$ cat src/hdl/csmsw_pkg.sv
// ----------------------------------------------------------------------------
// csmsw_pkg
// Shared types and constants of the centered modulus switch unit.
// ----------------------------------------------------------------------------
package csmsw_pkg;

   // register indexes of the configuration port
   localparam int unsigned CsrIndexBits = 1;
   localparam logic [CsrIndexBits-1:0] CSR_OLD_MODULUS = 1'b0;
   localparam logic [CsrIndexBits-1:0] CSR_NEW_MODULUS = 1'b1;

   // fixed field widths of the ports
   localparam int unsigned FieldBits   = 64;
   localparam int unsigned RspDataBits = 72;

   // per item flags that ride along the pipeline
   typedef struct packed {
      logic out_of_range;   // input not below the old modulus
      logic negative;       // input stands for x minus old modulus
   } flags_type;

endpackage

$ cat src/hdl/csmsw_div_stage.sv
// ----------------------------------------------------------------------------
// csmsw_div_stage
// One restoring remainder step for two lanes: the coefficient and the old
// modulus are both reduced by the new modulus, one dividend bit per stage.
// ----------------------------------------------------------------------------
module csmsw_div_stage #(
   parameter int unsigned WORD_BITS = 64
) (
   input  logic                  clock,
   input  logic                  reset,
   input  logic                  enable,
   input  logic                  valid_in,
   input  logic [WORD_BITS-1:0]  modulus,
   input  logic [WORD_BITS-1:0]  rem_x_in,
   input  logic [WORD_BITS-1:0]  rem_q_in,
   input  logic [WORD_BITS-1:0]  bits_x_in,
   input  logic [WORD_BITS-1:0]  bits_q_in,
   input  csmsw_pkg::flags_type  flags_in,
   output logic                  valid_out,
   output logic [WORD_BITS-1:0]  rem_x_out,
   output logic [WORD_BITS-1:0]  rem_q_out,
   output logic [WORD_BITS-1:0]  bits_x_out,
   output logic [WORD_BITS-1:0]  bits_q_out,
   output csmsw_pkg::flags_type  flags_out
);

   logic                 valid_ff;
   logic [WORD_BITS-1:0] rem_x_ff, rem_x_in_nx;
   logic [WORD_BITS-1:0] rem_q_ff, rem_q_in_nx;
   logic [WORD_BITS-1:0] bits_x_ff, bits_q_ff;
   csmsw_pkg::flags_type flags_ff;
   logic [WORD_BITS:0]   trial_x, trial_q, ext_mod;

   // shift in next dividend bit, subtract modulus when it fits
   always_comb begin
      ext_mod = {1'b0, modulus};
      trial_x = {rem_x_in, bits_x_in[WORD_BITS-1]};
      trial_q = {rem_q_in, bits_q_in[WORD_BITS-1]};
      if (trial_x >= ext_mod) begin
         trial_x = trial_x - ext_mod;
      end
      if (trial_q >= ext_mod) begin
         trial_q = trial_q - ext_mod;
      end
      rem_x_in_nx = trial_x[WORD_BITS-1:0];
      rem_q_in_nx = trial_q[WORD_BITS-1:0];
   end

   // control
   always_ff @(posedge clock) begin
      if (reset) begin
         valid_ff <= 1'b0;
      end else if (enable) begin
         valid_ff <= valid_in;
      end
   end

   // payload
   always_ff @(posedge clock) begin
      if (enable) begin
         rem_x_ff  <= rem_x_in_nx;
         rem_q_ff  <= rem_q_in_nx;
         bits_x_ff <= {bits_x_in[WORD_BITS-2:0], 1'b0};
         bits_q_ff <= {bits_q_in[WORD_BITS-2:0], 1'b0};
         flags_ff  <= flags_in;
      end
   end

   assign valid_out  = valid_ff;
   assign rem_x_out  = rem_x_ff;
   assign rem_q_out  = rem_q_ff;
   assign bits_x_out = bits_x_ff;
   assign bits_q_out = bits_q_ff;
   assign flags_out  = flags_ff;

endmodule

$ cat config.mk
export PLATFORM = sky130hd
export DESIGN_NAME = csmsw_div_stage
export DESIGN_NICKNAME = d
export VERILOG_FILES = /design/src/hdl/csmsw_pkg.sv /design/src/hdl/csmsw_div_stage.sv
export SDC_FILE = /design/constraint.sdc
export NUM_CORES = 1
export LEC_CHECK = 0
export ABC_AREA = 1
export CORE_AREA = 2 2 231 233
export DETAILED_ROUTE_END_ITERATION = 6
export DIE_AREA = 0 0 233 235
export DONT_BUFFER_PORTS = 1
export GPL_TIMING_DRIVEN = 0
export PLACE_DENSITY = 0.52
export SLEW_MARGIN = 10
export SYNTH_ARGS = -nofsm -noshare
export SYNTH_HDL_FRONTEND = slang
export SYNTH_SLANG_ARGS = --single-unit
$ cat constraint.sdc
create_clock -name clock -period 3.8 [get_ports clock]
set_input_delay 0.38 -clock clock [delete_from_list [all_inputs] [get_ports clock]]
set_output_delay 0.38 -clock clock [all_outputs]
set_load 0.02 [all_outputs]
==> flow_summary_export.csv <==
group,metric,value,unit
synth,synth_top_area_share,35.4,%
timing,tightest_slew,1210,ps
clock_network,cts-root-buf,"clkbuf_16",
clock_network,cts_buffers,27,
synth,synthAdderAreaFrac,7.55,%
timing,setup_tns,0,ps
synth,synthXorXnorAreaFrac,2.50,%
finish,layout-drive-gt1-share,3.21,%
worst_setup_path,crit_chain,"inv_1, ha_1, nand2_1, inv_1, nand2_1, nor3_1, nand4_1, nor2_1, nor2_1, nand2_2, buf_6, buf_4, nand3_1, nand2_1",
min_path,hold_path_end,"rem_q_out[50]",
placed_design,post-dp-hpwl,80.0,mm
worst_setup_path,critPathCaptureType,"flop",
run,maxCapViolCount,0,
min_path,min_from,"rem_q_in[49]",
routing,first_iter_violations,1517,
worst_setup_path,slowest_stage,"nor3_1",
clock_network,cts_buffer_depth,3,
timing,min_period,3220,ps
synth,synth_mux_area_share,0.0460,%
synth,avgSynthCellArea,6.41,um2
floorplan,core_area,52200,um2
synth,synth-compound-area-share,2.45,%
routing,ant_nets,0,
global_routing,grt_antenna_before_repair,3,
floorplan,io_pins,585,
global_routing,gr-total-overflow,0,
global_routing,gr-usage-all-layers,33.4,%
floorplan,die_h,235,um
placed_design,place.gp.congestion,1.01,
placed_design,numPortBuffers,0,
worst_setup_path,start_kind,"primary input",
power,p_per_area,383,nW/um2
power,vdd.ir_drop.worst,329,uV
worst_setup_path,rrSetupSlack,2420,ps
power,power.leakage,0.0138,uW
routing,finalWirelength,94.3,mm
worst_setup_path,cp.required,4230,ps
routing,drtPass1Iterations,6,
worst_setup_path,critPathTopFamily,"simple AND/OR/NAND/NOR gates",
synth,synth-edff-count,256,
synth,synthTopCellsByArea,"edfxtp_1 35%, nand2_1 26%, inv_1 13%",
worst_setup_path,cp_common_cell,"nand2_1",
floorplan,num_rows,84,
timing,finalMaxSlewViolations,0,
synth,yosysMostFrequentCell,"nand2_1",
min_path,holdPathStages,2,
timing,setup_viol,0,
placed_design,placedInstanceArea,22600,um2
synth,synth_top_family_by_area,"simple AND/OR/NAND/NOR gates",
finish,final_util,48.5,%
routing,vias,21600,
synth,yosys.area.top_type,"edfxtp_1",
floorplan,start_util,41.6,%
worst_setup_path,worstRegToRegCells,3,
global_routing,grt_max_degree,199,
clock_network,clk_latency,570,ps
floorplan,die_w,233,um
synth,yosys.area_share.simple,37.9,%
finish,synthToLayoutAreaGrowth,16.5,%
synth,synthFlopType,"edfxtp_1",
worst_setup_path,r2r_start,"valid_out",
worst_setup_path,r2r_end,"valid_out",
timing,hold_viol,0,
worst_setup_path,slowest_delay,920,ps
synth,ys_async_sr_fraction,0,%
global_routing,grt_pass1_wl,133,mm
worst_setup_path,cp.arrival,3650,ps
power,p_total,9710,uW
synth,yosysSeqAreaShare,35.4,%
clock_network,h-tree-depth,1,
run_status,status,"complete, no violations",
finish,final_nets,4055,
floorplan,die-area,54800,um2
synth,syn_inst,3393,
routing,drc,0,
clock_network,cts_tree,"done",
timing,post-route-period-util,84.7,%
clock_network,cts.sinks,257,
clock_network,ctsResizeCount,0,
timing,holdWs,25.9,ps
finish,design_area,25300,um2
synth,mappedNetlistArea,21700,um2
synth,ys_top_cells_by_count,"1496 x nand2_1, 748 x inv_1, 256 x edfxtp_1",
synth,ys_warn_count,0,
timing,finClkSkew,0,ps
routing,wl_per_cell,21.9,um
timing,rsz0062_at_grt,"false",
synth,synth_cell_type_count,33,
timing,fmax,0.311,GHz
global_routing,grt_pass1_vias,21000,
clock_network,path_clk_slew,70,ps
min_path,min_path_type,"in2reg",
timing,slew_headroom,19.0,%
worst_setup_path,worstPathBufferInverterCount,4,
worst_setup_path,cp_num_cells,14,
worst_setup_path,path_class,"in2reg",
synth,yosys_register_bits,257,
finish,n_fill_cell,5515,
worst_setup_path,critPathMaxFanout,10,
routing,via_per_inst,5.02,
## cell type report
class                      instances  area [um2]  share of cell area [%]
clock inverter                    20         251                   0.993
clock buffer                      29         683                    2.70
tap                              688         861                    3.40
sequential                       257        7710                    30.4
inverter                         754        2830                    11.2
multi-input combinational       2348       11000                    43.4
buffer                            35         229                   0.904
timing repair buffer             176        1780                    7.03
antenna                            2        5.00                  0.0198
## through the flow
stage               setup slack [ps]  cells
floorplan                       1450   3394
global placement                -118   4082
finish                           580   4309
CTS                              568   4307
global route                     565   4309
detailed placement              11.2   4082
## worst max-delay path by stage
stage                     start             to  slack [ps]
finish              modulus[55]  rem_x_out[47]         580
global route        modulus[55]  rem_x_out[47]         570
CTS                 modulus[55]  rem_x_out[47]         570
detailed placement  modulus[55]  rem_x_out[47]          10
global placement    modulus[55]  rem_x_out[47]        -120
floorplan           modulus[56]  rem_q_out[20]        1450
## per-layer routing
metal  global-route usage, %  wire length (um)  up-vias
met5                       0                49        -
met4                    18.7              6140        6
met3                    5.19              6180      201
met2                    59.7             46300      847
met1                    37.5             35700     9862
li1                        -                 -    10700
## layout by cell type (no fill, tap or decap), types with 7 or more instances in the layout
cell,instances
nand2_2,25
dlygate4sd3_1,175
clkbuf_1,14
buf_4,7
nand2_1,1496
edfxtp_1,256
nand3_1,216
nor3_1,30
ha_1,128
inv_1,748
nor2_2,9
o21ai_0,13
a21oi_1,86
nor2_1,222
clkinv_2,8
nand4_1,15
nand3b_1,15
buf_2,9
xor2_1,62
clkbuf_16,27
## registers in the layout, indices dropped and copies added, names as in the netlist
name / cells
bits_q_out: 63
bits_x_out: 63
flags_out: 2
rem_q_out: 64
rem_x_out: 64
valid_out: 1
## cells by family (layout without fill, tap and decap cells)
family                   Yosys count  count (layout)
AND/OR/NAND/NOR                 2049            2049
adder cells (fa/ha/maj)          130             130
multiplexers                       1               1
AO/OA/AOI/OAI                    104             104
other                              1               4
flip-flops                       257             257
XOR/XNOR                          62              62
buffers and inverters            789            1014
## timing repair
| action | 4_1_cts | 5_1_grt |
|---|---|---|
| setup buffers | 0 | 0 |
| hold endpoints to repair | 234 | 0 |
| hold buffers | 176 | 0 |
## power by group
part           switching [uW]  leakage, uW  internal [uW]  total, uW
sequential                567      0.00251           3570       4130
clock                    1200     0.000461           1650       2850
combinational            1860       0.0108            859       2720
## worst register-to-register path, stage by stage (launching register included)
cell and delay, ps:
dfxtp_1 490, mux2i_1 120, nor2_1 130, dlygate4sd3_1 580
Note: power is estimated with default switching activity, not from simulation.
