[src/hdl/csmsw_pkg.sv]
// ----------------------------------------------------------------------------
// csmsw_pkg
// Shared types and constants of the centered modulus switch unit.
// ----------------------------------------------------------------------------
package csmsw_pkg;

   // register indexes of the configuration port
   localparam int unsigned CsrIndexBits = 1;
   localparam logic [CsrIndexBits-1:0] CSR_OLD_MODULUS = 1'b0;
   localparam logic [CsrIndexBits-1:0] CSR_NEW_MODULUS = 1'b1;

   // fixed field widths of the ports
   localparam int unsigned FieldBits   = 64;
   localparam int unsigned RspDataBits = 72;

   // per item flags that ride along the pipeline
   typedef struct packed {
      logic out_of_range;   // input not below the old modulus
      logic negative;       // input stands for x minus old modulus
   } flags_type;

endpackage

[src/hdl/csmsw_fix.sv]
// ----------------------------------------------------------------------------
// csmsw_fix
// Final stage: applies the centered correction and holds the result until
// the receiver takes it.
// ----------------------------------------------------------------------------
module csmsw_fix #(
   parameter int unsigned WORD_BITS = 64
) (
   input  logic                  clock,
   input  logic                  reset,
   input  logic                  enable,
   input  logic                  valid_in,
   input  logic [WORD_BITS-1:0]  modulus,
   input  logic [WORD_BITS-1:0]  rem_x,
   input  logic [WORD_BITS-1:0]  rem_q,
   input  csmsw_pkg::flags_type  flags_in,
   output logic                  valid_out,
   output logic [WORD_BITS-1:0]  result_out,
   output logic                  out_of_range_out
);

   logic                 valid_ff;
   logic [WORD_BITS-1:0] result_ff, result_in;
   logic                 oor_ff;

   // subtract old modulus residue from negative inputs, wrapping once; zero for a zero modulus
   always_comb begin
      if (modulus == '0) begin
         result_in = '0;
      end else if (!flags_in.negative) begin
         result_in = rem_x;
      end else if (rem_x >= rem_q) begin
         result_in = rem_x - rem_q;
      end else begin
         result_in = rem_x + (modulus - rem_q);
      end
   end

   // control
   always_ff @(posedge clock) begin
      if (reset) begin
         valid_ff <= 1'b0;
      end else if (enable) begin
         valid_ff <= valid_in;
      end
   end

   // payload
   always_ff @(posedge clock) begin
      if (enable) begin
         result_ff <= result_in;
         oor_ff    <= flags_in.out_of_range;
      end
   end

   assign valid_out        = valid_ff;
   assign result_out       = result_ff;
   assign out_of_range_out = oor_ff;

endmodule

[config.mk]
export PLATFORM = sky130hd
export DESIGN_NAME = csmsw_fix
export DESIGN_NICKNAME = d
export VERILOG_FILES = /design/src/hdl/csmsw_pkg.sv /design/src/hdl/csmsw_fix.sv
export SDC_FILE = /design/constraint.sdc
export NUM_CORES = 1
export LEC_CHECK = 0
export CORE_MARGIN = 3
export CORE_UTILIZATION = 65
export CTS_CLUSTER_DIAMETER = 30
export CTS_CLUSTER_SIZE = 12
export DETAILED_ROUTE_END_ITERATION = 7
export DONT_BUFFER_PORTS = 1
export GPL_TIMING_DRIVEN = 1
export PLACE_DENSITY = 0.9
export SETUP_SLACK_MARGIN = 0.02
export SYNTH_ARGS = -nofsm -noshare
export SYNTH_HDL_FRONTEND = slang
export SYNTH_SLANG_ARGS = --single-unit
[constraint.sdc]
create_clock -name clock -period 8 [get_ports clock]
set_clock_uncertainty 0.15 [all_clocks]
set_input_delay 0.8 -clock clock [delete_from_list [all_inputs] [get_ports clock]]
set_output_delay 0.8 -clock clock [all_outputs]
set_load 0.05 [all_outputs]
==> summary.md, run 1 <==
| Metric | Value |
|---|---|
| Power Dens Cells | 186 nW/um2 |
| Fin cells | 2,066 |
| DR DRC count | 0 |
| DP Area | 13,600 um2 |
| Worst Setup End Kind | flip-flop |
| Switching Fraction | 0.502 |
| Total die area | 22,700 um2 |
| Initial antenna violation count | 0 |
| First-pass GRT wire length | 71,500 um |
| Filler cell count | 1,793 |
| Clock latency at the later pin of the worst-skew pair | 360 ps |
| Antenna Cells | 0 |
| Static Leak | 6.69 nW |
| DR pass1 iterations | 6 |
| Iter 0 DRT Violations | 1,491 |
| Net switching power | 1.30 mW |
| Core outline area | 20,400 um2 |
| Setup bufs post-CTS | 0 |
| Minimum clock period after layout | 4970 ps |
| VDD IR-drop max | 153 uV |
| Fin area | 14,000 um2 |
| Dpl hpwl | 38,800 um |
| Final period utilization | 0.621 |
| Die width | 151 um |
| Power, Total | 2.59 mW |
| Crit-path slowest cell | o31ai_2 |
| Largest cells by area after synthesis | edfxtp_1, ha_1, inv_1, fa_1, a21oi_1 |
| Setup TNS Final | 0 ps |
| All-Layer GR Usage | 0.408 |
| Worst path max stage delay | 770 ps |
| Routed len/inst | 23.0 um |
| #FFs+latches synth | 66 |
| Pins Over Slew Limit | 0 |
| Min-Delay Path Class | input pin to flip-flop |
| Status | finished clean |
| Library cells used by synthesis | 83 |
| # nets final | 2,181 |
| Die Y | 151 um |
| Post-synth EDFFs | 65 |
| Inst Count DP | 2,050 |
| Clock Power Share | 0.182 |
| Post-synth top cells | inv_1, a21oi_1, nand2_1 |
| Layout cells sized above 1 | 0.0273 |
| Number of global-route vias before repair | 13,200 |
| Post-route core utilization | 0.685 |
| Initial Utilization | 0.667 |
| DRT Wirelength | 47,600 um |
| Max-Slew Margin vs Limit | 0.305 |
| CTS sink cnt | 66 |
| Worst-margin pin slew | 1030 ps |
| Most common cell in the synthesized netlist | inv_1 |
| Sequential Power Share | 0.262 |
| F_max | 201 MHz |
| RePlAce Congestion | 1.03 |
| RSZ-0062 raised after global routing | no |
| CTS Buf Count | 9 |
| MaxCap Viol Count | 0 |
| Routed Antenna Nets | 0 |
| Area leader, netlist | edfxtp_1 |
| # rows | 52 |
| Hold violation count in the final report | 0 |
| Worst-case clock buffer depth | 2 |
| Max H-tree Level | 3 |
| CP startpoint kind | input pin |
| Total congestion overflow | 0 |
| Area growth, synth to finish | 2.74% |
| CTS clock-pin slew for the worst setup and hold paths | 70 ps |
| Syn nets | 2,243 |
| FFs w/ async S/R, synth | 0 |
| Post-synthesis sequential area ratio | 0.145 |
| Share of the synthesized area in the top cell type | 0.144 |
| # hold bufs at CTS | 0 |
| Synthesized instance count | 1,853 |
| Worst Path Required | 7930 ps |
| CTS tree | built |
| Critical path class | input pin to flip-flop |
| PortBufs | 0 |
| Cts repair resizes | 0 |
| Via count | 13,900 |
| Worst EP arrival | 4890 ps |
| Vias per inst | 6.71 |
| CP cell instances | inv_1 > fa_1 > inv_1 > ha_1 > nand3_1 > o22ai_1 > a21oi_1 > o31ai_2 > a21oi_1 > o21ai_0 > a41oi_1 > xnor2_1 > a221oi_1 > nor2_1 |
| Syn Area/Cell | 7.33 um2 |
| Ports | 264 |
| Combinational fraction of design power | 0.556 |
| Synth Cell Area | 13,600 um2 |
| Post-synth top flop | edfxtp_1 |
| Synth warn | 0 |
| Largest net degree at the start of global routing | 90 |
| Setup violations, final | 0 |
| Crit Path Max Fanout | 5 |
| Int Pwr | 1.29 mW |
| Root Driver | clkbuf_16 |
==> area by class of cell <==
| type | instances | area, um2 | area share |
|---|---|---|---|
| multi-input cells | 1361 | 9970 | 0.715 |
| well taps | 270 | 338 | 0.0242 |
| inverters | 348 | 1310 | 0.0936 |
| flip-flops and latches | 66 | 1970 | 0.141 |
| clock buffers | 9 | 225 | 0.0161 |
| clock inverters | 7 | 103 | 0.00735 |
| repair buffers | 5 | 37.5 | 0.00269 |
==> power groups by stage <==
stage          Combinational (mW)  Sequential [mW]  Clock [mW]
6_report                     1.44            0.678       0.472
5_1_grt                      1.56            0.684       0.480
3_3_place_gp                 1.37            0.685           0
3_5_place_dp                 1.39            0.685           0
4_1_cts                      1.40            0.679       0.466
2_1_floorplan                1.07            0.669           0
==> per-stage QoR <==
| stage | setup slack [ps] | hold slack (ps) |
|---|---|---|
| final | 3030 | 352 |
| after global routing | 2840 | 350 |
| after CTS | 3230 | 353 |
| after detailed placement | 2890 | 605 |
| after global placement | 2930 | 603 |
| after floorplan | 3870 | 583 |
==> metal layers <==
layer | up-vias | GRT usage | routed length [um]
li1 | 6307 | - | -
met1 | 6515 | 0.530 | 18400
met2 | 887 | 0.662 | 21500
met3 | 156 | 0.0864 | 5550
met4 | 0 | 0.165 | 2230
met5 | - | 0 | 0
==> registers in the layout (all words and copies together), names as in the netlist <==
register          flops
out_of_range_out      1
result_out           64
valid_out             1
==> worst max-delay path: cells and delay by family <==
family / cells / cell delay (ps)
AOI/OAI and AO/OA: 7 / 2670
adders and majority gates: 2 / 920
and+or+nand+nor: 2 / 200
xor gates and xnor gates: 1 / 200
buffers and inverters: 2 / 90
==> layout by cell type (no fill, tap or decap), types with 6 or more instances in the layout <==
master	instances
o21a_1	16
mux2i_1	12
xor2_1	45
o21ai_0	100
a21o_1	63
o21bai_1	22
and3_1	12
xnor2_1	70
nand3_1	33
a21oi_1	178
inv_1	347
nor4_1	21
and2_1	13
a221oi_1	6
edfxtp_1	65
clkbuf_16	9
o31ai_1	12
o22ai_1	7
nand2b_1	12
a211oi_1	52
nand2_1	142
nor3_1	22
o211ai_1	19
nor2b_1	8
a31oi_1	17
nand4_1	40
nor2_1	135
fa_1	64
ha_1	128
or3_1	7
o221ai_1	8
==> logic make-up (layout without fill, tap and decap cells) <==
family | after synthesis | in the layout | share of synthesized area
xor+xnor | 115 | 115 | 0.0742
fa+ha+maj | 192 | 192 | 0.212
buf+inv | 426 | 369 | 0.121
simple gates | 472 | 472 | 0.165
mux | 14 | 14 | 0.0105
flops | 66 | 66 | 0.145
compound gates | 568 | 568 | 0.272
==> worst paths after layout <==
path / cells past startpoint / end / from / slack, ps
worst max-delay path: 14 / result_out[56]$_SDFFCE_PN0P_ / modulus[5] / 3030
worst min-delay path: 1 / valid_out$_SDFFE_PP0P_ / reset / 350
worst max register to register: 2 / valid_out$_SDFFE_PP0P_ / valid_out$_SDFFE_PP0P_ / 6920
worst min register to register: 2 / valid_out$_SDFFE_PP0P_ / valid_out$_SDFFE_PP0P_ / 620
Note: power is estimated with default switching activity, not from simulation.
==> run 2: changes to the inputs <==
==> constraint.sdc (replaced) <==
create_clock -name clock -period 4.9 [get_ports clock]
set_clock_uncertainty 0.15 [all_clocks]
set_input_delay 0.49 -clock clock [delete_from_list [all_inputs] [get_ports clock]]
set_output_delay 0.49 -clock clock [all_outputs]
set_load 0.05 [all_outputs]
==> summary.md, run 2 (same netlist as run 1, synthesis figures left out) <==
| Metric | Value |
|---|---|
| Min-Delay Path Class | input pin to flip-flop |
| Total congestion overflow | 0 |
| Area growth, synth to finish | 3.78% |
| Hold violation count in the final report | 0 |
| Via count | 14,100 |
| Post-route core utilization | 0.692 |
| Crit Path Max Fanout | 6 |
| Layout cells sized above 1 | 0.0375 |
| PortBufs | 0 |
| F_max | 223 MHz |
| Static Leak | 6.78 nW |
| Filler cell count | 1,734 |
| Worst Setup End Kind | flip-flop |
| # hold bufs at CTS | 0 |
| CTS Buf Count | 9 |
| Setup violations, final | 0 |
| Hold depth | 1 |
| MaxCap Viol Count | 0 |
| DR pass1 iterations | 6 |
| Worst-margin pin slew | 952 ps |
| Vias per inst | 6.75 |
| CP startpoint kind | input pin |
| Iter 0 DRT Violations | 1,813 |
| Max-Slew Margin vs Limit | 0.363 |
| Minimum clock period after layout | 4490 ps |
| CTS clock-pin slew for the worst setup and hold paths | 70 ps |
| # nets final | 2,200 |
| R2R depth | 2 |
| Most frequent cells in the layout | inv_1, a21oi_1, nand2_1 |
| Worst hold margin | 44.8 ps |
| First-pass GRT wire length | 72,100 um |
| Ports | 264 |
| DR DRC count | 0 |
| DRT Wirelength | 47,700 um |
| Routed len/inst | 22.9 um |
| Setup TNS Final | 0 ps |
| Worst EP arrival | 4510 ps |
| Die Y | 151 um |
| RSZ-0062 raised after global routing | no |
| Core outline area | 20,400 um2 |
| Setup bufs post-CTS | 0 |
| Antenna Cells | 0 |
| # rows | 52 |
| Pins Over Slew Limit | 0 |
| Clock latency at the later pin of the worst-skew pair | 350 ps |
| Worst-case clock buffer depth | 2 |
| Initial Utilization | 0.667 |
| VDD IR-drop max | 183 uV |
| Total die area | 22,700 um2 |
| Power, Total | 4.29 mW |
| Max H-tree Level | 3 |
| Final period utilization | 0.915 |
| Cts repair resizes | 0 |
| CTS tree | built |
| Die width | 151 um |
| Most common cell after layout, fill and taps aside | inv_1 |
| Number of global-route vias before repair | 13,400 |
| Power Dens Cells | 304 nW/um2 |
| Dpl hpwl | 38,800 um |
| Routed Antenna Nets | 0 |
| All-Layer GR Usage | 0.408 |
| Worst Path Required | 4920 ps |
| Initial antenna violation count | 0 |
| Critical path class | input pin to flip-flop |
| Root Driver | clkbuf_16 |
| RePlAce Congestion | 1.11 |
| Largest net degree at the start of global routing | 90 |
| CTS sink cnt | 66 |
| Status | finished clean |
| Number of flip-flops in the largest register | 64 |
## run 2: cell count changes in the layout (fill, tap and decap cells not counted), sizes merged
| cell | previous run | this run |
|---|---|---|
| buf | 5 | 24 |
| clkinv | 4 | 2 |
| clkinvlp | 1 | 2 |
| inv | 348 | 349 |
## run 2: worst max-delay path, stage by stage
cell and delay, ps:
inv_1 40, fa_1 530, inv_1 60, ha_1 290
a211o_1 260, o211ai_1 170, o211ai_1 350, o2111ai_1 300
nor3b_1 790, o22ai_1 290, a31oi_1 380, o21a_1 160
o311ai_0 150, a211oi_1 240
## run 2: per-layer routing
metal	track usage	share of wire	up-vias
li1	-	-	6334
met1	0.541	0.38	6539
met2	0.635	0.44	1030
met3	0.115	0.14	168
met4	0.151	0.043	0
met5	0	0	-
## run 2: power breakdown
group          switching (mW)  total (mW)  leakage [nW]  internal, mW
Clock                   0.330       0.782         0.153         0.452
Sequential              0.357        1.11         0.645         0.751
Combinational            1.47        2.40          5.98         0.929
## run 2: path summary, 6_finish.rpt
path / start / endpoint / slack, ps
min: reset / valid_out$_SDFFE_PP0P_ / 40
min reg2reg: valid_out$_SDFFE_PP0P_ / valid_out$_SDFFE_PP0P_ / 630
max reg2reg: valid_out$_SDFFE_PP0P_ / valid_out$_SDFFE_PP0P_ / 3810
max: modulus[1] / result_out[59]$_SDFFCE_PN0P_ / 410
## run 2: metrics by stage
step	instances	cell area (um2)	setup slack, ps
after floorplan	1853	13600	1080
after global placement	2069	13800	259
after detailed placement	2069	13800	192
after CTS	2085	14100	560
after global routing	2085	14100	176
final	2085	14100	414
## run 2: cell type report
type                       count  area, um2  share of cell area
timing repair buffer          24        180              0.0128
clock buffer                   9        225              0.0160
multi-input combinational   1361       9970               0.707
sequential                    66       1970               0.140
clock inverter                 7        101             0.00719
inverter                     348       1310              0.0927
tap                          270        338              0.0240
